`config.mk`:
```
export PLATFORM = sky130hd
export DESIGN_NAME = psp_jobq
export DESIGN_NICKNAME = d
export VERILOG_FILES = /design/src/rtl/core/psp_pkg.sv /design/src/rtl/core/psp_jobq.sv
export SDC_FILE = /design/constraint.sdc
export NUM_CORES = 1
export LEC_CHECK = 0
export BUFFER_PORTS_ARGS = -buffer_cell sky130_fd_sc_hd__buf_2
export CORE_MARGIN = 2
export CORE_UTILIZATION = 32
export CTS_CLUSTER_DIAMETER = 30
export DETAILED_ROUTE_END_ITERATION = 12
export PLACE_DENSITY_LB_ADDON = 0.3
export SYNTH_ARGS = -nofsm -noshare
export SYNTH_HDL_FRONTEND = slang
export SYNTH_SLANG_ARGS = --single-unit
```
`constraint.sdc`:
```
create_clock -name clk -period 4.7 [get_ports clk]
set_clock_uncertainty 0.15 [all_clocks]
set_input_delay 0.235 -clock clk [delete_from_list [all_inputs] [get_ports clk]]
set_output_delay 0.235 -clock clk [all_outputs]
set_load 0.01 [all_outputs]
```
`src/rtl/core/psp_pkg.sv`:
```
// Package for the polygon plane splitter: shared types, codes and constants.
// Used by every module under rtl/core except psp_ram; depends on nothing.
`default_nettype none
package psp_pkg;

  localparam int MAX_VERTS = 16;
  localparam int CNT_W     = $clog2(MAX_VERTS + 1);
  localparam int IDX_W     = $clog2(MAX_VERTS);
  localparam int LCNT_W    = $clog2(2 * MAX_VERTS + 1);
  localparam int CFG_IDX_W = 3;

  localparam logic [CFG_IDX_W-1:0] REG_NORMAL_X  = 3'd0;
  localparam logic [CFG_IDX_W-1:0] REG_NORMAL_Y  = 3'd1;
  localparam logic [CFG_IDX_W-1:0] REG_NORMAL_Z  = 3'd2;
  localparam logic [CFG_IDX_W-1:0] REG_PLANE_D   = 3'd3;
  localparam logic [CFG_IDX_W-1:0] REG_TOLERANCE = 3'd4;

  localparam logic signed [31:0] ONE_Q30     = 32'sh4000_0000;
  localparam logic signed [31:0] NEG_ONE_Q30 = -32'sh4000_0000;
  localparam logic signed [31:0] SAT_MAX     = 32'sh7FFF_FFFF;
  localparam logic signed [31:0] SAT_MIN     = 32'sh8000_0000;

  localparam logic [1:0] SIDE_F = 2'd0;
  localparam logic [1:0] SIDE_B = 2'd1;
  localparam logic [1:0] SIDE_O = 2'd2;

  localparam logic [1:0] JOB_ERR_IN   = 2'd0;
  localparam logic [1:0] JOB_ERR_LIST = 2'd1;
  localparam logic [1:0] JOB_COPY     = 2'd2;
  localparam logic [1:0] JOB_WALK     = 2'd3;

  localparam logic [1:0] ST_OK       = 2'd0;
  localparam logic [1:0] ST_IN_OVF   = 2'd1;
  localparam logic [1:0] ST_LIST_OVF = 2'd2;

  typedef struct packed {
    logic signed [31:0] vertex_x;
    logic signed [31:0] vertex_y;
    logic signed [31:0] vertex_z;
    logic               final_vertex;
  } in_item_t;

  typedef struct packed {
    logic               dest_side;
    logic signed [31:0] out_x;
    logic signed [31:0] out_y;
    logic signed [31:0] out_z;
    logic               is_split;
    logic               run_end;
    logic [1:0]         status;
  } out_item_t;

  typedef struct packed {
    logic signed [31:0] x;
    logic signed [31:0] y;
    logic signed [31:0] z;
    logic signed [31:0] sdist;
    logic [1:0]         side;
  } ent_t;

  typedef struct packed {
    logic [1:0]       mode;
    logic             copy_side;
    logic [CNT_W-1:0] n;
  } job_t;

  typedef struct packed {
    logic signed [31:0] nx;
    logic signed [31:0] ny;
    logic signed [31:0] nz;
    logic signed [31:0] pd;
    logic [15:0]        tol;
  } cfg_t;

  function automatic logic crosses(input logic [1:0] a, input logic [1:0] b);
    crosses = (a != SIDE_O) && (b != SIDE_O) && (a != b);
  endfunction

  function automatic logic signed [31:0] clamp_q30(input logic [31:0] v);
    logic signed [31:0] s;
    s = $signed(v);
    if (s > ONE_Q30) clamp_q30 = ONE_Q30;
    else if (s < NEG_ONE_Q30) clamp_q30 = NEG_ONE_Q30;
    else clamp_q30 = s;
  endfunction

endpackage
`default_nettype wire

```
`src/rtl/core/psp_jobq.sv`:
```
// Two-entry job queue between the front end and the emitter.
// Depends on psp_pkg.
`default_nettype none
module psp_jobq (
  input  wire logic           clk,
  input  wire logic           rst_n,
  input  wire logic           push,
  input  wire psp_pkg::job_t  job_in,
  input  wire logic           pop,
  output logic                valid,
  output psp_pkg::job_t       job_out
);
  psp_pkg::job_t q_r [2];
  logic wp_r, rp_r;
  logic [1:0] cnt_r;

  assign valid = (cnt_r != 2'd0);
  assign job_out = q_r[rp_r];

  always_ff @(posedge clk) begin
    if (!rst_n) begin
      wp_r <= 1'b0;
      rp_r <= 1'b0;
      cnt_r <= 2'd0;
    end else begin
      if (push && cnt_r != 2'd2) begin
        q_r[wp_r] <= job_in;
        wp_r <= ~wp_r;
      end
      if (pop && valid) rp_r <= ~rp_r;
      cnt_r <= cnt_r + 2'((push && cnt_r != 2'd2) ? 1 : 0) - 2'((pop && valid) ? 1 : 0);
    end
  end
endmodule
`default_nettype wire

```
## Yosys cells after proc, flatten, opt, wreduce, memory -nomap -nowiden

Memory sizes are Yosys's and may differ from the RTL's. A register that Yosys moved wholly into a read port is not among the register bits.
Index checks and enable logic that the tools add are counted.

- Register bits after elaboration: 4
- Bits in writable memories: 16
- Bits of input ports: 12
- Output and inout bits: 9
- Logic and storage cells: 19
- Memories: 1

Memories:

| memory | words | width | rd ports | clocked after Yosys merged registers in | write ports | line | text |
|---|---|---|---|---|---|---|---|
| q_r | 2 | 8 | 1 | 1 | 1 | psp_jobq.sv:13 | `psp_pkg::job_t q_r [2];` |

- $add $sub $neg: 2
- Eq/ne operators: 1
- Multiplexer cells: 7
- Bitwise gates (word level): 2
- Reduce and logical (&&, ||, !) cells: 3

Operators by type and width:

| cell | number |
|---|---|
| 1-bit two-way mux | 7 |
| 2-bit by 1-bit adder with 2-bit output | 1 |
| 1-bit logical AND | 2 |
| 2-bit != test (second input constant) | 1 |
| 1-bit inverter | 2 |
| 2-bit nonzero test | 1 |
| 2-bit by 1-bit subtractor with 2-bit output | 1 |

## Depth between registers and ports, before layout

- Word-level depth: 5
- Mapped depth: 8
- Depth with buffers taken out: 8

## Worst setup path before layout

Ideal clock, no wire load.

- Kind: register to register
- From: register cnt_r[1]
- To: register cnt_r[1]
- Setup time: 115 ps
- Data arrival time: 1,385 ps
- Required time: 4,435 ps
- Path slack: 3,050 ps
- Cell stages (with the launch flop): 8
- Buffers on the path: 0
- Cell sequence: dfxtp_1 > o21a_2 > ha_1 > inv_1 > ha_1 > xnor2_1 > xnor2_1 > and2_1

- Word-level cells in the longest chain between the ends: 5
- Elaborated cells on any way between the ends: 8

RTL lines:

| what | line | text |
|---|---|---|
| start: declaration | psp_jobq.sv:15 | `logic [1:0] cnt_r;` |
| start signal: assignment | psp_jobq.sv:31 | `cnt_r <= cnt_r + 2'((push && cnt_r != 2'd2) ? 1 : 0) - 2'((pop && valid) ? 1 : 0);` |
| 2-bit != test | psp_jobq.sv:31 |  |
| 1-bit logical AND | psp_jobq.sv:31 |  |
| 1-bit two-way mux | psp_jobq.sv:31 |  |
| 2-bit by 1-bit adder with 2-bit output | psp_jobq.sv:31 |  |
| 2-bit by 1-bit subtractor with 2-bit output (*) | psp_jobq.sv:31 |  |

Every way passes the cells marked *; elsewhere a longest branch is shown, timed or not.
A chain may end at the register's enable or synchronous reset.

==> out/metrics.yaml <==
vdd_drop_max_mv: 0.241
clock_sinks: 21
avgRoutedWirePerCell_um: 11.8
p_seq_frac: 0.535
core-area_sq_um: 2450
critPathSlowestCell: "dfxtp_1"
p_comb_frac: 0.287
holdBufCountCts: 8
place.gp.congestion: 0.594
power_switching_share: 0.282
worstPathArrival_ns: 1.37
p_leak_nw: 0.411
min_period_ns: 1.76
diodes: 0
cts_setup_buffers: 0
ant_nets: 0
internal-power_uw: 333
final.period_utilization: 0.374
grt_pass1_wl_um: 1880
crit_chain: "mux2_2 -> buf_2"
slew-limit-headroom: 0.545
vias: 473
cp-start-kind: "flop"
initial_core_util: 0.333
max_cap_viol_count: 0
ys_warn_count: 0
path_max_fanout: 8
p_clk_frac: 0.178
slowest_delay_ns: 0.56
cts_max_level: 1
hold_path_class: "in2reg"
fin_nets: 95
slew_violations: 0
netlist_area_sq_um: 818
postSynthCellCount: 49
critPathCaptureType: "output port"
cts_tree: "yes"
drtIter0Drc: 5
tightestPinTransition_ns: 0.680
cts_made_buffers: 3
port_buffers: 20
gr-usage-all-layers: 0.0945
stdcell_count: 110
area_growth_pct: 29.4
fmax_mhz: 568
synth_cell_types: 17
p_per_area_nw_per_um2: 438
avgSynthCellArea_sq_um: 16.7
placedCellCount: 98
drt-total-wl_um: 1300
tns_ns: 0
synth_seq_area_share: 0.709
critPathRequiredTime_ns: 4.32
clk_pin_slew_ns: 0.12
clk-insertion-delay-late_ns: 0.29
layout-drive-gt1-share: 0.438
setup-violations-final: 0
die_area_sq_um: 2980
grt_overflow: 0
outcome: "complete, no violations"
p_sw_uw: 131
die_w_um: 54.6
io_pins: 21
critical_path_class: "reg2out"
grt_max_degree: 13
die_h_um: 54.6
synthesis.nets: 63
drc: 0
dp_hpwl_um: 942
clockBufferDepth: 2
vias_per_cell: 4.30
root_buffer: "clkbuf_4"
antenna_found_initial: 0
grt_pass1_vias: 465
hold_violations: 0
fp-row-count: 18
synth-seq-cells: 21
first_pass_iters: 3
cts-resized-gates: 0
rsz0062_at_grt: "no"
[power groups by stage]
stage	Combinational [mW]	Clock (mW)	Sequential, mW
floorplan	0.0993	0	0.241
global placement	0.125	0	0.252
detailed placement	0.129	0	0.253
CTS	0.135	0.0876	0.249
global route	0.151	0.0949	0.252
finish	0.133	0.0823	0.248
[per-stage QoR]
step,hold WS (ns),instance area [sq um],setup WS [ns],utilization,power (mW)
after detailed placement,0.282,951,2.97,0.387,0.382
after floorplan,0.184,818,3.05,-,0.341
after CTS,0.0654,1060,2.90,0.431,0.472
after global placement,0.274,951,2.99,0.387,0.377
final,0.0773,1060,2.94,0.431,0.463
after global routing,0.0799,1060,2.83,0.431,0.498
[cells by family (layout without fill, tap and decap cells)]
| logic type | count (synthesis) | after routing | share of synthesized area |
|---|---|---|---|
| compound gates | 3 | 3 | 0.0352 |
| xor+xnor | 3 | 3 | 0.0321 |
| fa+ha+maj | 2 | 2 | 0.0306 |
| buf+inv | 3 | 34 | 0.0153 |
| flops | 21 | 21 | 0.709 |
| mux | 9 | 9 | 0.122 |
| simple gates | 8 | 8 | 0.0550 |
[layer usage]
metal / track usage / up-vias / wire length [um]
met5: 0 / - / 0
met4: 0.0375 / 0 / 0
li1: - / 240 / -
met3: 0.0246 / 0 / 77
met2: 0.167 / 15 / 657
met1: 0.108 / 218 / 563
[worst max-delay path: cells and delay by family (launching register included)]
kind | cells | cell delay (ns)
buf+inv | 1 | 0.14
flops | 1 | 0.56
mux | 1 | 0.39
[registers in the layout, indices dropped and copies added (netlist names), named ones only]
signal	cells
cnt_r	2
rp_r	1
wp_r	1
q_r	16
[layout make-up]
class | count | area, sq um
Clock buffer | 3 | 22.5
Clock inverter | 1 | 5.00
Fill cell | 232 | 1400
Inverter | 2 | 7.51
Multi-Input combinational cell | 25 | 225
Sequential cell | 21 | 581
Tap cell | 30 | 37.5
Timing Repair Buffer | 28 | 180
[Yosys cell counts]
library cell	number	area [sq um]
o2111a_1	1	11.3
nand2_1	1	3.75
xnor2_1	3	26.3
inv_1	2	7.51
o21a_2	1	8.76
o21ai_2	1	8.76
nor2b_1	2	12.5
mux2i_1	1	10.0
edfxtp_1	16	480
mux2_2	8	90.1
or2_2	1	6.26
buf_2	1	5.00
and2_1	2	12.5
dfxtp_1	5	100
nand2b_1	1	6.26
ha_1	2	25.0
nor2_1	1	3.75
[path summary, 6_finish.rpt]
| kind | start | endpoint | slack, ns | cells after the start |
|---|---|---|---|---|
| worst min-delay path | rst_n | cnt_r[1] | 0.08 | 2 |
| worst min register to register | wp_r | wp_r | 0.35 | 2 |
| worst max-delay path | flop | job_out[7] | 2.94 | 2 |
| worst max register to register | cnt_r[1] | cnt_r[1] | 2.95 | 8 |
[cell usage in the layout (no fill, tap or decap), types with 2 or more instances in the layout]
cell	synthesis	layout
ha_1	2	2
xnor2_1	3	3
dfxtp_1	5	5
buf_2	1	20
nor2b_1	2	2
mux2_2	8	8
inv_1	2	2
dlygate4sd3_1	0	8
and2_1	2	2
edfxtp_1	16	16
clkbuf_4	0	3
(Power assumes the default switching activity.)
