--- src/rtl/core/psp_ram.sv ---
// Generic single write, single registered read RAM.
// Standalone; no package dependency.
`default_nettype none
module psp_ram #(
  parameter int W = 8,
  parameter int D = 16
) (
  input  wire logic                 clk,
  input  wire logic                 we,
  input  wire logic [$clog2(D)-1:0] waddr,
  input  wire logic [W-1:0]         wdata,
  input  wire logic [$clog2(D)-1:0] raddr,
  output logic      [W-1:0]         rdata
);
  logic [W-1:0] mem_r [D];
  logic [W-1:0] rdata_r;

  always_ff @(posedge clk) begin
    if (we) begin
      mem_r[waddr] <= wdata;
    end
    rdata_r <= mem_r[raddr];
  end

  assign rdata = rdata_r;
endmodule
`default_nettype wire

--- config.mk ---
export PLATFORM = sky130hd
export DESIGN_NAME = psp_ram
export DESIGN_NICKNAME = d
export VERILOG_FILES = /design/src/rtl/core/psp_ram.sv
export SDC_FILE = /design/constraint.sdc
export NUM_CORES = 1
export LEC_CHECK = 0
export BUFFER_PORTS_ARGS = -buffer_cell sky130_fd_sc_hd__buf_4
export CORE_MARGIN = 1.5
export CORE_UTILIZATION = 50
export DETAILED_ROUTE_END_ITERATION = 8
export GPL_ROUTABILITY_DRIVEN = 0
export PLACE_DENSITY = 0.72
export SYNTH_ARGS = -nofsm -noshare
export SYNTH_HDL_FRONTEND = slang
export SYNTH_SLANG_ARGS = --single-unit
export TNS_END_PERCENT = 20
--- constraint.sdc ---
create_clock -name clk -period 3.6 [get_ports clk]
set_input_delay 1.08 -clock clk [delete_from_list [all_inputs] [get_ports clk]]
set_output_delay 1.08 -clock clk [all_outputs]
set_load 0.05 [all_outputs]
### Word-level counts from Yosys, hierarchy flattened

Memory sizes are Yosys's and may differ from the RTL's. A register that Yosys moved wholly into a read port is not among the register bits.
Cells that the tools add are included.

| word-level totals | value |
|---|---|
| register bits after elaboration | 0 |
| memory bits (writable) | 128 |
| input bits | 18 |
| output and inout bits | 8 |
| word-level logic and storage cells | 3 |
| memories | 1 |

| operators by class | value |
|---|---|
| muxes and demuxes | 2 |

Memories:

| memory | depth | bits a word | read ports | clocked after Yosys merged registers in | write ports | RTL line | text |
|---|---|---|---|---|---|---|---|
| mem_r | 16 | 8 | 1 | 1 | 1 | 15 | `logic [W-1:0] mem_r [D];` |

Operators by type and width:

| kind | number |
|---|---|
| $mux W1 | 2 |

### Logic depth before layout (Yosys ltp)

Gate-level depths: netlist of the first run.

| logic depth | value |
|---|---|
| depth after elaboration | 2 |
| gate-level depth with buffers | 5 |
| mapped depth without buffers | 3 |

### Worst setup path before layout of the first run

Ideal clock, no wire load.

| path | value |
|---|---|
| path kind | in2reg |
| start | in waddr[2] |
| end | mem mem_r[0][0] (enable) |
| setup time | 383 ps |
| arrival time | 2,190 ps |
| required time | 3,217 ps |
| setup slack | 1,027 ps |
| stages | 2 |
| buffers on the path | 0 |
| cells stage by stage | or3b_2 -> nor3_1 |

RTL lines:

| element | RTL line | text |
|---|---|---|
| start, declared | 10 | `input wire logic [$clog2(D)-1:0] waddr,` |
| end, declared | 15 |  |

Straight into the memory's write port.

### Final worst setup path of the first run

| path | value |
|---|---|
| start | in waddr[2] |
| end | mem mem_r[2][1] (enable) |

Straight into the memory's write port.

==> impl_metrics.env, run 1 <==
export IMPL_r2r_start="mem_r[1][7]"
export IMPL_synth_top_cell_by_area="edfxtp_1"
export IMPL_place_hpwl_mm=5.834
export IMPL_synth_top_area_share_pct=74.67
export IMPL_synth_cells=229
export IMPL_finClkSkew_ns=0.006538
export IMPL_port_buffers=25
export IMPL_tightest_slew_ns=0.8665
export IMPL_slew_headroom_pct=42.02
export IMPL_hold_violations=0
export IMPL_crit_start="waddr[2]"
export IMPL_power_w=0.003645
export IMPL_synth_seq_cells=136
export IMPL_drc=0
export IMPL_reg2reg_slack_ns=2.20
export IMPL_holdPathStages=3
export IMPL_min_period_ns=2.214
export IMPL_yosysSeqAreaShare_pct=77.78
export IMPL_ff2ff_path_depth=3
export IMPL_powerDensity_nw_per_um2=603.4
export IMPL_start_util_pct=52.18
export IMPL_die_area_um2=10910
export IMPL_ios=26
export IMPL_critPathMaxStageDelay_ns=0.65
export IMPL_syn_cell_area_um2=5147
export IMPL_max_freq_mhz=451.7
export IMPL_yosys_top_cells_area="edfxtp_1 (75%), mux4_2 (7.9%), mux4_1 (7.1%)"
export IMPL_crit_cells=3
export IMPL_crit_family="simple AND/OR/NAND/NOR gates"
export IMPL_critical_path_class="input pin to flop"
export IMPL_drt_pre_antenna_iters=4
export IMPL_die_h_um=104.5
export IMPL_grt_usage_pct=19.19
export IMPL_tns_ns=0
export IMPL_multi_input_area_um2=1057
export IMPL_wl_per_cell_um=22.48
export IMPL_rsz0062_at_grt="false"
export IMPL_wl_mm=9.353
export IMPL_endpoint_kind="flop"
export IMPL_m1WireLength_mm=4.063
export IMPL_yosysUniqueCellTypes=19
export IMPL_top_layer_used="met4"
export IMPL_gr_total_overflow=0
export IMPL_period_share_pct=61.49
export IMPL_drt_iter0_markers=183
export IMPL_rows=36
export IMPL_fillers=679
export IMPL_ctsHoldBuffers=0
export IMPL_vias_per_cell=5.661
export IMPL_cp_endpoint="mem_r[2][1]"
export IMPL_grt_pass1_vias=2482
export IMPL_finalNetCount=288
export IMPL_cellLeakagePower_nw=2.032
export IMPL_area_delta_synth_final_pct=17.36
export IMPL_cp_cell_sequence="buf_4 -> or3b_2 -> nor2_1"
export IMPL_grt_pass1_wl_mm=14.63
export IMPL_cts_root_buffer="clkbuf_8"
export IMPL_wl_met2_mm=4.550
export IMPL_grt_max_degree=33
export IMPL_die_w_um=104.5
export IMPL_status="finished, final reports clean"
export IMPL_cts_buffers=17
export IMPL_yosysWarnings=0
export IMPL_syn_nets=247
export IMPL_cts_buffer_depth=2
export IMPL_cts_tree="built"
export IMPL_path_clk_slew_ns=0.06
export IMPL_htreeDepth=4
export IMPL_clock_latency_ns=0.51
export IMPL_reg2reg_to="rdata[7]"
export IMPL_antenna_cells=0
export IMPL_holdCritPathClass="flop to flop"
export IMPL_path_max_fanout=8
export IMPL_cap_viol_max_count=0
export IMPL_start_kind="input pin"
export IMPL_num_vias=2355
export IMPL_peakVddDrop_mv=0.3721
export IMPL_drtAntennaViolNets=0
export IMPL_antenna_found_initial=0
export IMPL_critical_path_required_ns=3.74
export IMPL_postCtsSetupRepairBufs=0
export IMPL_crit_arrival_ns=2.35
export IMPL_drv_slew=0
export IMPL_setup_violations=0
export IMPL_ctsResizeCount=0
export IMPL_crit_buf_inv=1
export IMPL_core_area_um2=9864
export IMPL_cpMaxStageDelayCell="nor2_1"
export IMPL_route_met3_wl_um=538
export IMPL_clock_sinks=136
export IMPL_drive_above_1_share_pct=27.56
export IMPL_regArea_um2=4004
export IMPL_syn_area_per_cell_um2=22.48
per-layer routing:
metal	GRT usage, %	vias up
met4	7.937	0
met5	0	-
met3	5.451	15
met2	27.82	83
li1	-	1055
met1	27.60	1202
cells in the final DEF, fill, tap and decap left out:
cell type,count
clkbuf_8,2
nand3_1,1
buf_4,32
clkbuf_1,5
dfxtp_1,8
a22oi_1,16
nor2_1,13
mux4_2,18
nor3_1,4
clkbuf_16,16
nand2b_1,2
bufinv_16,3
mux4_1,14
or3b_2,1
clkinv_2,4
and2b_1,1
nor2b_1,1
nand2_1,9
edfxtp_1,128
clkinv_4,1
nand3b_1,2
and2_1,1
clkinvlp_4,1
worst min-delay path by stage:
stage / from / endpoint / slack, ns
CTS: mem_r[14][6] / rdata[6] / 0.67
floorplan: mem_r[7][0] / rdata[0] / 0.63
global placement: mem_r[14][6] / rdata[6] / 0.65
global route: mem_r[14][1] / rdata[1] / 0.69
detailed placement: mem_r[14][6] / rdata[6] / 0.65
finish: mem_r[14][6] / rdata[6] / 0.66
final cells by class:
| class | instances | share of cell area (%) |
|---|---|---|
| flip-flops and latches | 136 | 66.28 |
| multi-input cells | 83 | 17.50 |
| clock buffers | 23 | 7.394 |
| repair buffers | 32 | 3.977 |
| well taps | 133 | 2.755 |
| clock inverters | 9 | 2.092 |
synthesized netlist by cell type:
| master | instances |
|---|---|
| and2_1 | 1 |
| buf_6 | 3 |
| clkdlybuf4s25_2 | 3 |
| buf_4 | 1 |
| nand3b_1 | 2 |
| nand2b_1 | 2 |
| nand2_1 | 9 |
| nand3_1 | 1 |
| mux4_1 | 14 |
| buf_2 | 3 |
| or3b_2 | 1 |
| dfxtp_1 | 8 |
| nor3_1 | 4 |
| nor2b_1 | 1 |
| edfxtp_1 | 128 |
| and2b_1 | 1 |
| nor2_1 | 13 |
| a22oi_1 | 16 |
| mux4_2 | 18 |
flip-flops by register name, summed over array words and instances (netlist names):
| register | flops |
|---|---|
| mem_r | 128 |
| rdata | 8 |
logic make-up (layout without fill, tap and decap cells):
logic type / count (synthesis) / count (layout) / synth area share (%)
DFF: 136 / 136 / 77.78
and+or+nand+nor: 35 / 35 / 3.184
muxes: 32 / 32 / 15.02
AOI/OAI and AO/OA: 16 / 16 / 2.334
buffers and inverters: 10 / 64 / 1.677
through the flow:
step | std cells | instance area [um2] | hold slack (ns) | util, % | setup slack (ns)
floorplan | 229 | 5147 | 0.6293 | - | 1.027
global placement | 384 | 5468 | 0.6525 | 55.43 | 0.8554
detailed placement | 384 | 5468 | 0.6543 | 55.43 | 0.8589
CTS | 416 | 6041 | 0.6674 | 61.24 | 1.401
global route | 416 | 6041 | 0.6914 | 61.24 | 1.296
finish | 416 | 6041 | 0.6613 | 61.24 | 1.386
worst register-to-register path, cell delays in order, from the launching register on:
cell	delay (ns)
edfxtp_1	0.39
mux4_2	0.47
a22oi_1	0.34
nand2_1	0.09
where the power goes:
group          internal (W)  switching [W]  leakage (nW)
combinational     0.0000760       0.000124         0.528
clock               0.00107       0.000594         0.280
sequential          0.00177      0.0000109          1.22
total               0.00292       0.000729          2.03
(Power assumes the default switching activity.)
==> run 2: changes to the inputs <==
--- a/config.mk
+++ b/config.mk
@@ -10,7 +10,7 @@
 export CORE_UTILIZATION = 50
 export DETAILED_ROUTE_END_ITERATION = 8
 export GPL_ROUTABILITY_DRIVEN = 0
-export PLACE_DENSITY = 0.72
+export PLACE_DENSITY = 0.75
 export SYNTH_ARGS = -nofsm -noshare
 export SYNTH_HDL_FRONTEND = slang
 export SYNTH_SLANG_ARGS = --single-unit
==> constraint.sdc (replaced) <==
create_clock -name clk -period 1.8 [get_ports clk]
set_input_delay 0.54 -clock clk [delete_from_list [all_inputs] [get_ports clk]]
set_output_delay 0.54 -clock clk [all_outputs]
set_load 0.05 [all_outputs]
==> impl_metrics.env, run 2 (synthesis results as in run 1) <==
export IMPL_slew_headroom_pct=51.22
export IMPL_gr_total_overflow=0
export IMPL_period_share_pct=89.94
export IMPL_fillers=674
export IMPL_htreeDepth=4
export IMPL_place_hpwl_mm=6.276
export IMPL_m1WireLength_mm=4.257
export IMPL_largest_reg_flops=128
export IMPL_final_util_pct=62.34
export IMPL_grt_pass1_vias=2549
export IMPL_cts_tree="built"
export IMPL_worst_slack_ns=0.1810
export IMPL_critical_path_class="flop to primary output"
export IMPL_antenna_cells=0
export IMPL_wl_mm=9.737
export IMPL_drt_iter0_markers=171
export IMPL_finalNetCount=305
export IMPL_rows=36
export IMPL_min_period_ns=1.619
export IMPL_status="finished, final reports clean"
export IMPL_crit_family="flip-flops"
export IMPL_die_h_um=104.5
export IMPL_cts_root_buffer="clkbuf_8"
export IMPL_tns_ns=0
export IMPL_cts_buffer_depth=2
export IMPL_grt_usage_pct=19.38
export IMPL_port_buffers=25
export IMPL_path_max_fanout=1
export IMPL_grt_pass1_wl_mm=14.88
export IMPL_cp_cell_sequence="buf_4"
export IMPL_largest_register="mem_r"
export IMPL_cts_buffers=17
export IMPL_critical_path_required_ns=1.26
export IMPL_hold_violations=0
export IMPL_place_ws_ns=-0.1149
export IMPL_ios=26
export IMPL_crit_arrival_ns=1.08
export IMPL_die_area_um2=10910
export IMPL_vias_per_cell=5.688
export IMPL_cap_viol_max_count=0
export IMPL_layout_common_cells="edfxtp_1 (128), buf_4 (44), mux4_2 (18), a22oi_1 (16), clkbuf_16 (16)"
export IMPL_num_vias=2463
export IMPL_power_w=0.006827
export IMPL_start_kind="flop"
export IMPL_drtAntennaViolNets=0
export IMPL_critPathMaxStageDelay_ns=0.36
export IMPL_core_area_um2=9864
export IMPL_tightest_slew_ns=0.7301
export IMPL_postCtsSetupRepairBufs=0
export IMPL_drt_pre_antenna_iters=4
export IMPL_crit_buf_inv=1
export IMPL_drv_slew=0
export IMPL_ctsHoldBuffers=0
export IMPL_drive_above_1_share_pct=31.00
export IMPL_peakVddDrop_mv=0.5985
export IMPL_holdCritPathClass="input pin to flop"
export IMPL_rsz0062_at_grt="false"
export IMPL_max_freq_mhz=617.7
export IMPL_top_layer_used="met4"
export IMPL_cpMaxStageDelayCell="dfxtp_1"
export IMPL_path_clk_slew_ns=0.06
export IMPL_endpoint_kind="primary output"
export IMPL_clock_sinks=136
export IMPL_start_util_pct=52.18
export IMPL_route_met3_wl_um=356
export IMPL_wl_met2_mm=5.038
export IMPL_die_w_um=104.5
export IMPL_setup_violations=0
export IMPL_finClkSkew_ns=0.007186
export IMPL_cellLeakagePower_nw=2.095
export IMPL_area_delta_synth_final_pct=19.47
export IMPL_reg2reg_slack_ns=0.42
export IMPL_layout_commonest_cell="edfxtp_1"
export IMPL_grt_max_degree=17
export IMPL_whs_ns=0.3441
export IMPL_antenna_found_initial=0
export IMPL_clock_latency_ns=0.50
export IMPL_wl_per_cell_um=22.49
export IMPL_drc=0
export IMPL_ctsResizeCount=0
export IMPL_powerDensity_nw_per_um2=1110
==> run 2: metrics by stage <==
stage               instance area, um2  std cells
floorplan                         5152        229
detailed placement                5663        401
finish                            6150        433
global route                      6150        433
global placement                  5663        401
CTS                               6150        433
==> run 2: area by class of cell <==
class	instances	area (um2)	area share, %
clock buffer	20	425.4	6.918
clock inverter	12	61.31	0.9969
multi-input combinational	83	1062	17.27
sequential	136	4004	65.11
tap	133	166.4	2.706
timing repair buffer	49	430.4	6.999
==> run 2: where the power goes <==
group / internal [W] / leakage [nW] / switching, W
clock: 0.00165 / 0.232 / 0.00117
sequential: 0.00354 / 1.22 / 0.0000212
combinational: 0.000182 / 0.640 / 0.000259
total: 0.00537 / 2.10 / 0.00145
==> run 2: routing by layer <==
layer,vias to the layer above,track usage [%]
met2,59,31.91
met4,0,5.655
met5,-,0
met3,8,6.203
met1,1311,24.83
li1,1085,-
==> run 2: worst paths after layout <==
| kind | start | endpoint | cells past startpoint |
|---|---|---|---|
| setup / recovery | rdata[3] | rdata[3] | 1 |
| setup reg to reg | mem_r[5][2] | rdata[2] | 3 |
| hold / removal | wdata[6] | mem_r[2][6] | 1 |
| hold reg to reg | mem_r[12][0] | rdata[0] | 3 |
