### src/rtl/core/psp_pkg.sv
// Package for the polygon plane splitter: shared types, codes and constants.
// Used by every module under rtl/core except psp_ram; depends on nothing.
`default_nettype none
package psp_pkg;

  localparam int MAX_VERTS = 16;
  localparam int CNT_W     = $clog2(MAX_VERTS + 1);
  localparam int IDX_W     = $clog2(MAX_VERTS);
  localparam int LCNT_W    = $clog2(2 * MAX_VERTS + 1);
  localparam int CFG_IDX_W = 3;

  localparam logic [CFG_IDX_W-1:0] REG_NORMAL_X  = 3'd0;
  localparam logic [CFG_IDX_W-1:0] REG_NORMAL_Y  = 3'd1;
  localparam logic [CFG_IDX_W-1:0] REG_NORMAL_Z  = 3'd2;
  localparam logic [CFG_IDX_W-1:0] REG_PLANE_D   = 3'd3;
  localparam logic [CFG_IDX_W-1:0] REG_TOLERANCE = 3'd4;

  localparam logic signed [31:0] ONE_Q30     = 32'sh4000_0000;
  localparam logic signed [31:0] NEG_ONE_Q30 = -32'sh4000_0000;
  localparam logic signed [31:0] SAT_MAX     = 32'sh7FFF_FFFF;
  localparam logic signed [31:0] SAT_MIN     = 32'sh8000_0000;

  localparam logic [1:0] SIDE_F = 2'd0;
  localparam logic [1:0] SIDE_B = 2'd1;
  localparam logic [1:0] SIDE_O = 2'd2;

  localparam logic [1:0] JOB_ERR_IN   = 2'd0;
  localparam logic [1:0] JOB_ERR_LIST = 2'd1;
  localparam logic [1:0] JOB_COPY     = 2'd2;
  localparam logic [1:0] JOB_WALK     = 2'd3;

  localparam logic [1:0] ST_OK       = 2'd0;
  localparam logic [1:0] ST_IN_OVF   = 2'd1;
  localparam logic [1:0] ST_LIST_OVF = 2'd2;

  typedef struct packed {
    logic signed [31:0] vertex_x;
    logic signed [31:0] vertex_y;
    logic signed [31:0] vertex_z;
    logic               final_vertex;
  } in_item_t;

  typedef struct packed {
    logic               dest_side;
    logic signed [31:0] out_x;
    logic signed [31:0] out_y;
    logic signed [31:0] out_z;
    logic               is_split;
    logic               run_end;
    logic [1:0]         status;
  } out_item_t;

  typedef struct packed {
    logic signed [31:0] x;
    logic signed [31:0] y;
    logic signed [31:0] z;
    logic signed [31:0] sdist;
    logic [1:0]         side;
  } ent_t;

  typedef struct packed {
    logic [1:0]       mode;
    logic             copy_side;
    logic [CNT_W-1:0] n;
  } job_t;

  typedef struct packed {
    logic signed [31:0] nx;
    logic signed [31:0] ny;
    logic signed [31:0] nz;
    logic signed [31:0] pd;
    logic [15:0]        tol;
  } cfg_t;

  function automatic logic crosses(input logic [1:0] a, input logic [1:0] b);
    crosses = (a != SIDE_O) && (b != SIDE_O) && (a != b);
  endfunction

  function automatic logic signed [31:0] clamp_q30(input logic [31:0] v);
    logic signed [31:0] s;
    s = $signed(v);
    if (s > ONE_Q30) clamp_q30 = ONE_Q30;
    else if (s < NEG_ONE_Q30) clamp_q30 = NEG_ONE_Q30;
    else clamp_q30 = s;
  endfunction

endpackage
`default_nettype wire

### src/rtl/core/psp_front.sv
// Front end: configuration registers, per-vertex plane distance and side,
// polygon bookkeeping and job creation. Depends on psp_pkg.
`default_nettype none
module psp_front (
  input  wire logic                            clk,
  input  wire logic                            rst_n,
  input  wire logic                            accept,
  input  wire psp_pkg::in_item_t               in_data,
  input  wire logic                            cfg_we,
  input  wire logic [psp_pkg::CFG_IDX_W-1:0]   cfg_index,
  input  wire logic [31:0]                     cfg_wdata,
  output psp_pkg::cfg_t                        cfg,
  output logic                                 front_busy,
  output logic                                 wr_en,
  output logic [psp_pkg::IDX_W-1:0]            wr_addr,
  output psp_pkg::ent_t                        wr_data,
  output logic                                 job_push,
  output psp_pkg::job_t                        job
);
  typedef enum logic [2:0] {F_IDLE, F_MUL, F_RND, F_DIST, F_DONE} fstate_t;

  fstate_t state_r;
  psp_pkg::cfg_t cfg_r;
  logic signed [31:0] vx_r, vy_r, vz_r;
  logic fin_r;
  logic [1:0] mk_r;
  logic signed [63:0] prod_r;
  logic signed [65:0] acc_r;
  logic signed [35:0] rnd_r;
  logic [psp_pkg::CNT_W-1:0] vcnt_r, fcnt_r, bcnt_r, cross_r;
  logic ovf_r;
  logic [1:0] prev_side_r, first_side_r;

  logic signed [31:0] ma, mb;
  logic signed [65:0] rsum;
  logic signed [36:0] dd;
  logic signed [31:0] sdist;
  logic signed [32:0] d33, tol33;
  logic [1:0] side;
  logic [psp_pkg::LCNT_W-1:0] cr_tot, fl, bl, lim;
  logic list_bad;

  always_comb begin
    case (mk_r)
      2'd0:    begin ma = vx_r; mb = cfg_r.nx; end
      2'd1:    begin ma = vy_r; mb = cfg_r.ny; end
      default: begin ma = vz_r; mb = cfg_r.nz; end
    endcase
    rsum = acc_r + 66'sd536870912;
    dd = 37'(rnd_r) - 37'(cfg_r.pd);
    if (dd > 37'(psp_pkg::SAT_MAX)) sdist = psp_pkg::SAT_MAX;
    else if (dd < 37'(psp_pkg::SAT_MIN)) sdist = psp_pkg::SAT_MIN;
    else sdist = dd[31:0];
    d33 = 33'(sdist);
    tol33 = $signed({17'b0, cfg_r.tol});
    if (d33 > tol33) side = psp_pkg::SIDE_F;
    else if (d33 < -tol33) side = psp_pkg::SIDE_B;
    else side = psp_pkg::SIDE_O;
    cr_tot = psp_pkg::LCNT_W'(cross_r)
           + psp_pkg::LCNT_W'(psp_pkg::crosses(prev_side_r, first_side_r));
    fl = psp_pkg::LCNT_W'(vcnt_r) - psp_pkg::LCNT_W'(bcnt_r) + cr_tot;
    bl = psp_pkg::LCNT_W'(vcnt_r) - psp_pkg::LCNT_W'(fcnt_r) + cr_tot;
    lim = psp_pkg::LCNT_W'(vcnt_r) + psp_pkg::LCNT_W'(4);
    list_bad = (fl > psp_pkg::LCNT_W'(psp_pkg::MAX_VERTS))
            || (bl > psp_pkg::LCNT_W'(psp_pkg::MAX_VERTS))
            || (fl > lim) || (bl > lim);
    job.n = vcnt_r;
    job.copy_side = (fcnt_r == '0);
    if (ovf_r) job.mode = psp_pkg::JOB_ERR_IN;
    else if (fcnt_r == '0 || bcnt_r == '0) job.mode = psp_pkg::JOB_COPY;
    else if (list_bad) job.mode = psp_pkg::JOB_ERR_LIST;
    else job.mode = psp_pkg::JOB_WALK;
  end

  assign cfg = cfg_r;
  assign front_busy = (state_r != F_IDLE);
  assign wr_en = (state_r == F_DIST);
  assign wr_addr = vcnt_r[psp_pkg::IDX_W-1:0];
  assign wr_data = '{x: vx_r, y: vy_r, z: vz_r, sdist: sdist, side: side};
  assign job_push = (state_r == F_DONE) && fin_r;

  always_ff @(posedge clk) begin
    if (!rst_n) begin
      state_r <= F_IDLE;
      cfg_r <= '{nx: 32'sd0, ny: 32'sd0, nz: psp_pkg::ONE_Q30, pd: 32'sd0, tol: 16'd26};
      vcnt_r <= '0;
      fcnt_r <= '0;
      bcnt_r <= '0;
      cross_r <= '0;
      ovf_r <= 1'b0;
      mk_r <= '0;
    end else begin
      if (cfg_we) begin
        case (cfg_index)
          psp_pkg::REG_NORMAL_X:  cfg_r.nx <= psp_pkg::clamp_q30(cfg_wdata);
          psp_pkg::REG_NORMAL_Y:  cfg_r.ny <= psp_pkg::clamp_q30(cfg_wdata);
          psp_pkg::REG_NORMAL_Z:  cfg_r.nz <= psp_pkg::clamp_q30(cfg_wdata);
          psp_pkg::REG_PLANE_D:   cfg_r.pd <= $signed(cfg_wdata);
          psp_pkg::REG_TOLERANCE: cfg_r.tol <= cfg_wdata[15:0];
          default: ;
        endcase
      end
      case (state_r)
        F_IDLE: begin
          if (accept) begin
            vx_r <= in_data.vertex_x;
            vy_r <= in_data.vertex_y;
            vz_r <= in_data.vertex_z;
            fin_r <= in_data.final_vertex;
            mk_r <= '0;
            if (vcnt_r < psp_pkg::CNT_W'(psp_pkg::MAX_VERTS)) begin
              state_r <= F_MUL;
            end else begin
              ovf_r <= 1'b1;
              state_r <= F_DONE;
            end
          end
        end
        F_MUL: begin
          prod_r <= ma * mb;
          acc_r <= (mk_r == 2'd0) ? 66'sd0 : acc_r + 66'(prod_r);
          mk_r <= mk_r + 2'd1;
          if (mk_r == 2'd3) state_r <= F_RND;
        end
        F_RND: begin
          rnd_r <= rsum[65:30];
          state_r <= F_DIST;
        end
        F_DIST: begin
          vcnt_r <= vcnt_r + psp_pkg::CNT_W'(1);
          if (side == psp_pkg::SIDE_F) fcnt_r <= fcnt_r + psp_pkg::CNT_W'(1);
          if (side == psp_pkg::SIDE_B) bcnt_r <= bcnt_r + psp_pkg::CNT_W'(1);
          if (vcnt_r == '0) first_side_r <= side;
          else if (psp_pkg::crosses(prev_side_r, side))
            cross_r <= cross_r + psp_pkg::CNT_W'(1);
          prev_side_r <= side;
          state_r <= F_DONE;
        end
        F_DONE: begin
          if (fin_r) begin
            vcnt_r <= '0;
            fcnt_r <= '0;
            bcnt_r <= '0;
            cross_r <= '0;
            ovf_r <= 1'b0;
          end
          state_r <= F_IDLE;
        end
        default: state_r <= F_IDLE;
      endcase
    end
  end
endmodule
`default_nettype wire

### config.mk
export PLATFORM = sky130hd
export DESIGN_NAME = psp_front
export DESIGN_NICKNAME = d
export VERILOG_FILES = /design/src/rtl/core/psp_pkg.sv /design/src/rtl/core/psp_front.sv
export SDC_FILE = /design/constraint.sdc
export NUM_CORES = 2
export LEC_CHECK = 0
export ABC_AREA = 1
export BUFFER_PORTS_ARGS = -buffer_cell sky130_fd_sc_hd__buf_2
export CORE_UTILIZATION = 45
export DETAILED_ROUTE_END_ITERATION = 10
export GPL_TIMING_DRIVEN = 0
export PLACE_DENSITY = 0.67
export RECOVER_POWER = 100
export SLEW_MARGIN = 20
export SYNTH_ARGS = -nofsm -noshare
export SYNTH_HDL_FRONTEND = slang
export SYNTH_SLANG_ARGS = --single-unit
### constraint.sdc
create_clock -name clk -period 9.6 [get_ports clk]
set_input_delay 0.96 -clock clk [delete_from_list [all_inputs] [get_ports clk]]
set_output_delay 0.96 -clock clk [all_outputs]
set_load 0.03 [all_outputs]
# Word level (Yosys, flattened, before mapping)
# Cells that the tools add are included.
totals:
  memories: 0
  register_bits: 437
  in_bits: 136
  mem_bits_rw: 0
  romBits: 0
  latch_bits: 0
op_classes:
  mul: 1
  div: 0
  eq_ne: 24
  add_sub_neg: 15
  n_mux: 30
  n_bitwise: 0
  magnitude_cmp: 11
  n_reduce_logical: 37
  shifts: 0
op_table:
  columns: ["operator", "count"]
  rows:
  - ["32-bit 2-to-1 mux", 4]
  - ["32-bit one-hot mux with 2 select lines", 2]
  - ["66-bit by 31-bit adder with 66-bit output (second input constant)", 1]
  - ["66-bit by 64-bit adder with 66-bit output", 1]
  - ["32-bit by 32-bit multiplier with 64-bit output", 1]
  - ["5-bit one-hot mux with 2 select lines", 4]
  - ["37-bit by 32-bit > comparator with 1-bit output (second input constant)", 1]
  - ["37-bit by 32-bit < comparator with 1-bit output (second input constant)", 1]
  - ["36-bit by 32-bit subtractor with 37-bit output", 1]
  - ["32-bit by 33-bit < comparator with 1-bit output", 1]
  - ["16-bit negation with 33-bit output", 1]
  - ["32-bit by 17-bit > comparator with 1-bit output", 1]
  - ["32-bit > comparator (second input constant)", 1]
  - ["32-bit by 31-bit < comparator with 1-bit output (second input constant)", 1]
  - ["5-bit 2-to-1 mux", 5]
  - ["2-bit AND reduction", 11]
  - ["5-bit by 1-bit adder with 5-bit output (second input constant)", 4]
  - ["2-bit inequality test (second input constant)", 8]
  - ["5-bit zero test", 3]
  - ["6-bit adder", 2]
  - ["3-bit by 2-bit equality test with 1-bit output (second input constant)", 4]
  - ["6-bit by 5-bit > comparator with 1-bit output (second input constant)", 2]
  - ["6-bit > comparator", 2]
  - ["2-bit 2-to-1 mux", 6]
  - ["24 further kinds", 50]

# Depth between registers and ports, before layout
depth:
  depth_word: 13
  mapped_depth: 44
  ltp_nobuf: 41

# Least setup slack after synthesis
# Ideal clock, no wire load.
synth_path:
  path_type: "in2reg"
  start: "in rst_n"
  end: "reg fin_r, enable pin"
  required_ps: 8929
  path_buffers: 1
  slack_ps: 978
  arrival_ps: 7951
  cell_stages: 3
  cell_sequence: "clkinv_1 > clkbuf_1 > nor3_1"
synth_between:
  elab_chain_len: 1
synth_lines:
  columns: ["item", "line_no", "rtl"]
  rows:
  - ["from (decl)", "psp_front.sv:6", "input wire logic rst_n,"]
  - ["3-bit AND reduction (no line)", null, null]
  - ["to (signal assigned)", "psp_front.sv:109", "fin_r <= in_data.final_vertex;"]
  - ["to (decl)", "psp_front.sv:25", "logic fin_r;"]
# Every way passes these cells.
# A chain may end at the register's enable or synchronous reset.

# Worst setup path in the final report
layout_path:
  start: "reg mk_r[0]"
  end: "reg prod_r[56] (data pin)"
layout_between:
  elab_chain_len: 3
  elab_cells_between_ends: 5
layout_lines:
  columns: ["item", "line_no", "rtl"]
  rows:
  - ["from (decl)", "psp_front.sv:26", "logic [1:0] mk_r;"]
  - ["from (signal assigned)", "psp_front.sv:122", "mk_r <= mk_r + 2'd1;"]
  - ["2-bit by 1-bit equality test with 1-bit output / 2-bit zero test (equally long branches)", "psp_front.sv:44", "case (mk_r)"]
  - ["32-bit one-hot mux with 2 select lines", "psp_front.sv:44", null]
  - ["32-bit by 32-bit multiplier with 64-bit output (*)", "psp_front.sv:120", "prod_r <= ma * mb;"]
  - ["to (signal assigned)", "psp_front.sv:120", null]
  - ["to (decl)", "psp_front.sv:27", "logic signed [63:0] prod_r;"]
# Every way passes the cells marked *; elsewhere a longest branch is shown, timed or not.

==> run_results.csv <==
group,metric,value,unit
drt,wl_met3,23.8,mm
cts,clock_insertion_delay_worst_skew,640,ps
die,start_util,0.454,
sta,finalMaxSlewViolations,50,
cts,cts_max_path_buffers,3,
hold_path,worstHoldPathCells,2,
logic_synthesis,netlist_area,61600,sq um
critical_path,path_delay_family,"adder cells",
logic_synthesis,yosys-top-cells-count,"1771 x inv_1, 1667 x nand2_1, 1094 x fa_1, 466 x a21oi_1, 370 x ha_1",
cts,cts_hold_buffers,0,
sta,worst_pin_slew,1620,ps
final_layout,n_fill_cell,13200,
cts,cts.clk_slew.worst_paths,70,ps
grt,grt_pass1_wl,343,mm
hold_path,min_from,"ovf_r$_SDFFE_PN0P_",
die,rows,135,
die,die_area,138000,sq um
grt,grt_pass1_vias,54600,
grt,grt_max_degree,31,
cts,cts-root-buf,"clkbuf_16",
sta,min_period_over_period,0.989,
critical_path,criticalPathCategory,"reg -> reg",
sta,rsz0062_at_grt,"true",
critical_path,crit_start,"mk_r[0]$_SDFFE_PN0P_",
placement,dp_hpwl,194,mm
drt,first_pass_iters,6,
logic_synthesis,synth_nets,8947,
critical_path,cp_num_buf_inv,10,
critical_path,reg2reg_depth,35,
drt,top_layer,"met5",
grt,gr-usage-all-layers,0.341,
critical_path,max_stage_delay,660,ps
logic_synthesis,yosys.area.top_type,"fa_1",
sta,setup_viol,0,
critical_path,worstPathMaxFanout,10,
logic_synthesis,async_flop_share,0,
cts,htree_num_levels,2,
critical_path,worstPathRequired,9950,ps
logic_synthesis,ys.flop_type,"edfxtp_1",
sta,finClkSkew,37.5,ps
die,die_h,372,um
placement,routabilityCongestion,1.05,
critical_path,r2r-start,"mk_r[0]$_SDFFE_PN0P_",
placement,dpl_cell_area,66200,sq um
placement,portBuffers,424,
final_layout,area_delta_synth_final,12.3,%
logic_synthesis,synth_top_area_frac,0.356,
cts,numCtsBuffers,48,
sta,fmax,0.105,GHz
sta,layout_min_cycle_time,9500,ps
sta,slew_headroom,-0.0813,
logic_synthesis,yosysWarnings,0,
die,core_area,136000,sq um
drt,ant_nets,0,
critical_path,timing.critical_path.arrival,9850,ps
hold_path,hold_class,"reg -> reg",
final_layout,fin_cells,9682,
outcome,violations,"max-capacitance violations, max-slew violations",
drt,wl_met2,103,mm
logic_synthesis,synth_cell_types,65,
flow_run,maxCapViolations,2,
final_layout,fin_nets,9455,
logic_synthesis,ys_ff_latch,437,
critical_path,cp_slowest_cell,"fa_1",
critical_path,cp-end-kind,"flop",
drt,drt-initial-drc-count,5213,
cts,cts_sinks,437,
grt,antenna_found_initial,10,
logic_synthesis,syn-mean-instance-area,8.38,sq um
die,die_w,372,um
drt,drc_errors,0,
final_layout,finalCoreUtilization,0.510,
sta,hold_viol_final,0,
outcome,status,"finished with violations",
drt,vias_per_cell,5.49,
placement,dp_cells,9570,
cts,cts_tree,"built",
logic_synthesis,synth_seq_area_share,0.185,
drt,num_vias,53200,
critical_path,worst-path-stages,35,
logic_synthesis,post-synth-top-count-cell,"inv_1",
logic_synthesis,synth_edf_count,267,
final_layout,postLayoutCellArea,69200,sq um
logic_synthesis,synth_cells,7347,
drt,post_drt_wl_per_cell,24.0,um
final_layout,drive_gt1_frac,0.109,
die,io-pin-count,425,
drt,wl_met1,85.7,mm
grt,grt_overflow_total,0,
drt,drt_wl_total,232,mm
critical_path,critPathLaunchType,"flop",
logic_synthesis,synthTopCellsByArea,"fa_1 36%, edfxtp_1 13%, inv_1 11%, nand2_1 10%, ha_1 7.5%",
==> placed cells by master (no fill, tap or decap), types with 10 or more instances in the layout <==
master     instances
buf_2            437
buf_4             46
a31oi_1           43
o21bai_1          12
a22o_1            12
xnor2_1           58
nand3_1          124
nand2_2           23
ha_1             368
clkbuf_2          69
nor2_1           287
nand4_1           23
o21ai_0          270
clkbuf_1         112
bufinv_16         11
inv_1           1769
dfxtp_1          170
nand3_2           32
clkbuf_16         51
fa_1            1092
o21ai_1           15
nand3_4           18
a21oi_2           10
a21oi_1          455
nand2_1         1665
nor3_1            38
edfxtp_1         267
xor2_1           105
o21a_1            30
nor4_1            25
a211oi_1          12
clkbuf_4          54
o211ai_1          13
buf_6             17
==> sequential cells by signal (all words and copies together) (netlist names) <==
signal	count
first_side_r	2
mk_r	2
bcnt_r	5
vz_r	32
vx_r	32
fin_r	1
acc_r	66
rnd_r	36
ovf_r	1
prev_side_r	2
fcnt_r	5
cfg	144
cross_r	5
state_r	3
prod_r	64
vcnt_r	5
vy_r	32
==> worst paths after layout <==
check,end,slack (ps)
worst min register to register,ovf_r$_SDFFE_PN0P_,470
worst max-delay path,prod_r[56]$_DFFE_PP_,100
worst min-delay path,ovf_r$_SDFFE_PN0P_,470
worst max register to register,prod_r[56]$_DFFE_PP_,100
==> layer usage <==
| metal | up-vias | global-route usage |
|---|---|---|
| met5 | - | 0 |
| met4 | 10 | 0.243 |
| met3 | 741 | 0.0808 |
| met2 | 2807 | 0.534 |
| met1 | 26400 | 0.413 |
| li1 | 23300 | - |
==> tightest hold or removal path: stages (launching register included) <==
cell and delay [ps]:
dfxtp_1 320, inv_1 50, a21oi_1 50
==> through the flow <==
step / setup TNS (ps) / setup WS, ps / hold slack, ps
after CTS: 0 / 0.490 / 469
after detailed placement: -50630 / -2150 / 460
final: 0 / 101 / 468
after global placement: -362240 / -2120 / 456
after floorplan: 0 / 978 / 443
after global routing: -192 / -120 / 486
==> logic make-up after synthesis <==
logic type | count (synthesis) | share of synthesized area
AND/OR/NAND/NOR | 2278 | 0.150
flip-flops | 437 | 0.185
adder cells (fa/ha/maj) | 1464 | 0.431
XOR/XNOR | 168 | 0.0239
AO/OA/AOI/OAI | 934 | 0.0835
buffers and inverters | 2066 | 0.126
==> cell type report <==
type | count | area (sq um) | share of cell area
repair buffers | 458 | 2460 | 0.0355
flip-flops and latches | 437 | 11400 | 0.165
clock buffers | 61 | 1330 | 0.0193
diodes | 7 | 17.5 | 0.000253
multi-input cells | 4845 | 42900 | 0.620
well taps | 1781 | 2230 | 0.0322
clock inverters | 28 | 452 | 0.00653
plain buffers | 283 | 1640 | 0.0237
inverters | 1782 | 6700 | 0.0968
==> repair_timing <==
item,CTS,global route
pin swaps,2,7
resized for setup,253,270
setup endpoints to repair,45,19
buffers inserted,1,15
cloned,0,1
Power is left out: the tool's default activity adds up to more than one toggle a clock period on the data nets, which glitch-free logic cannot reach.
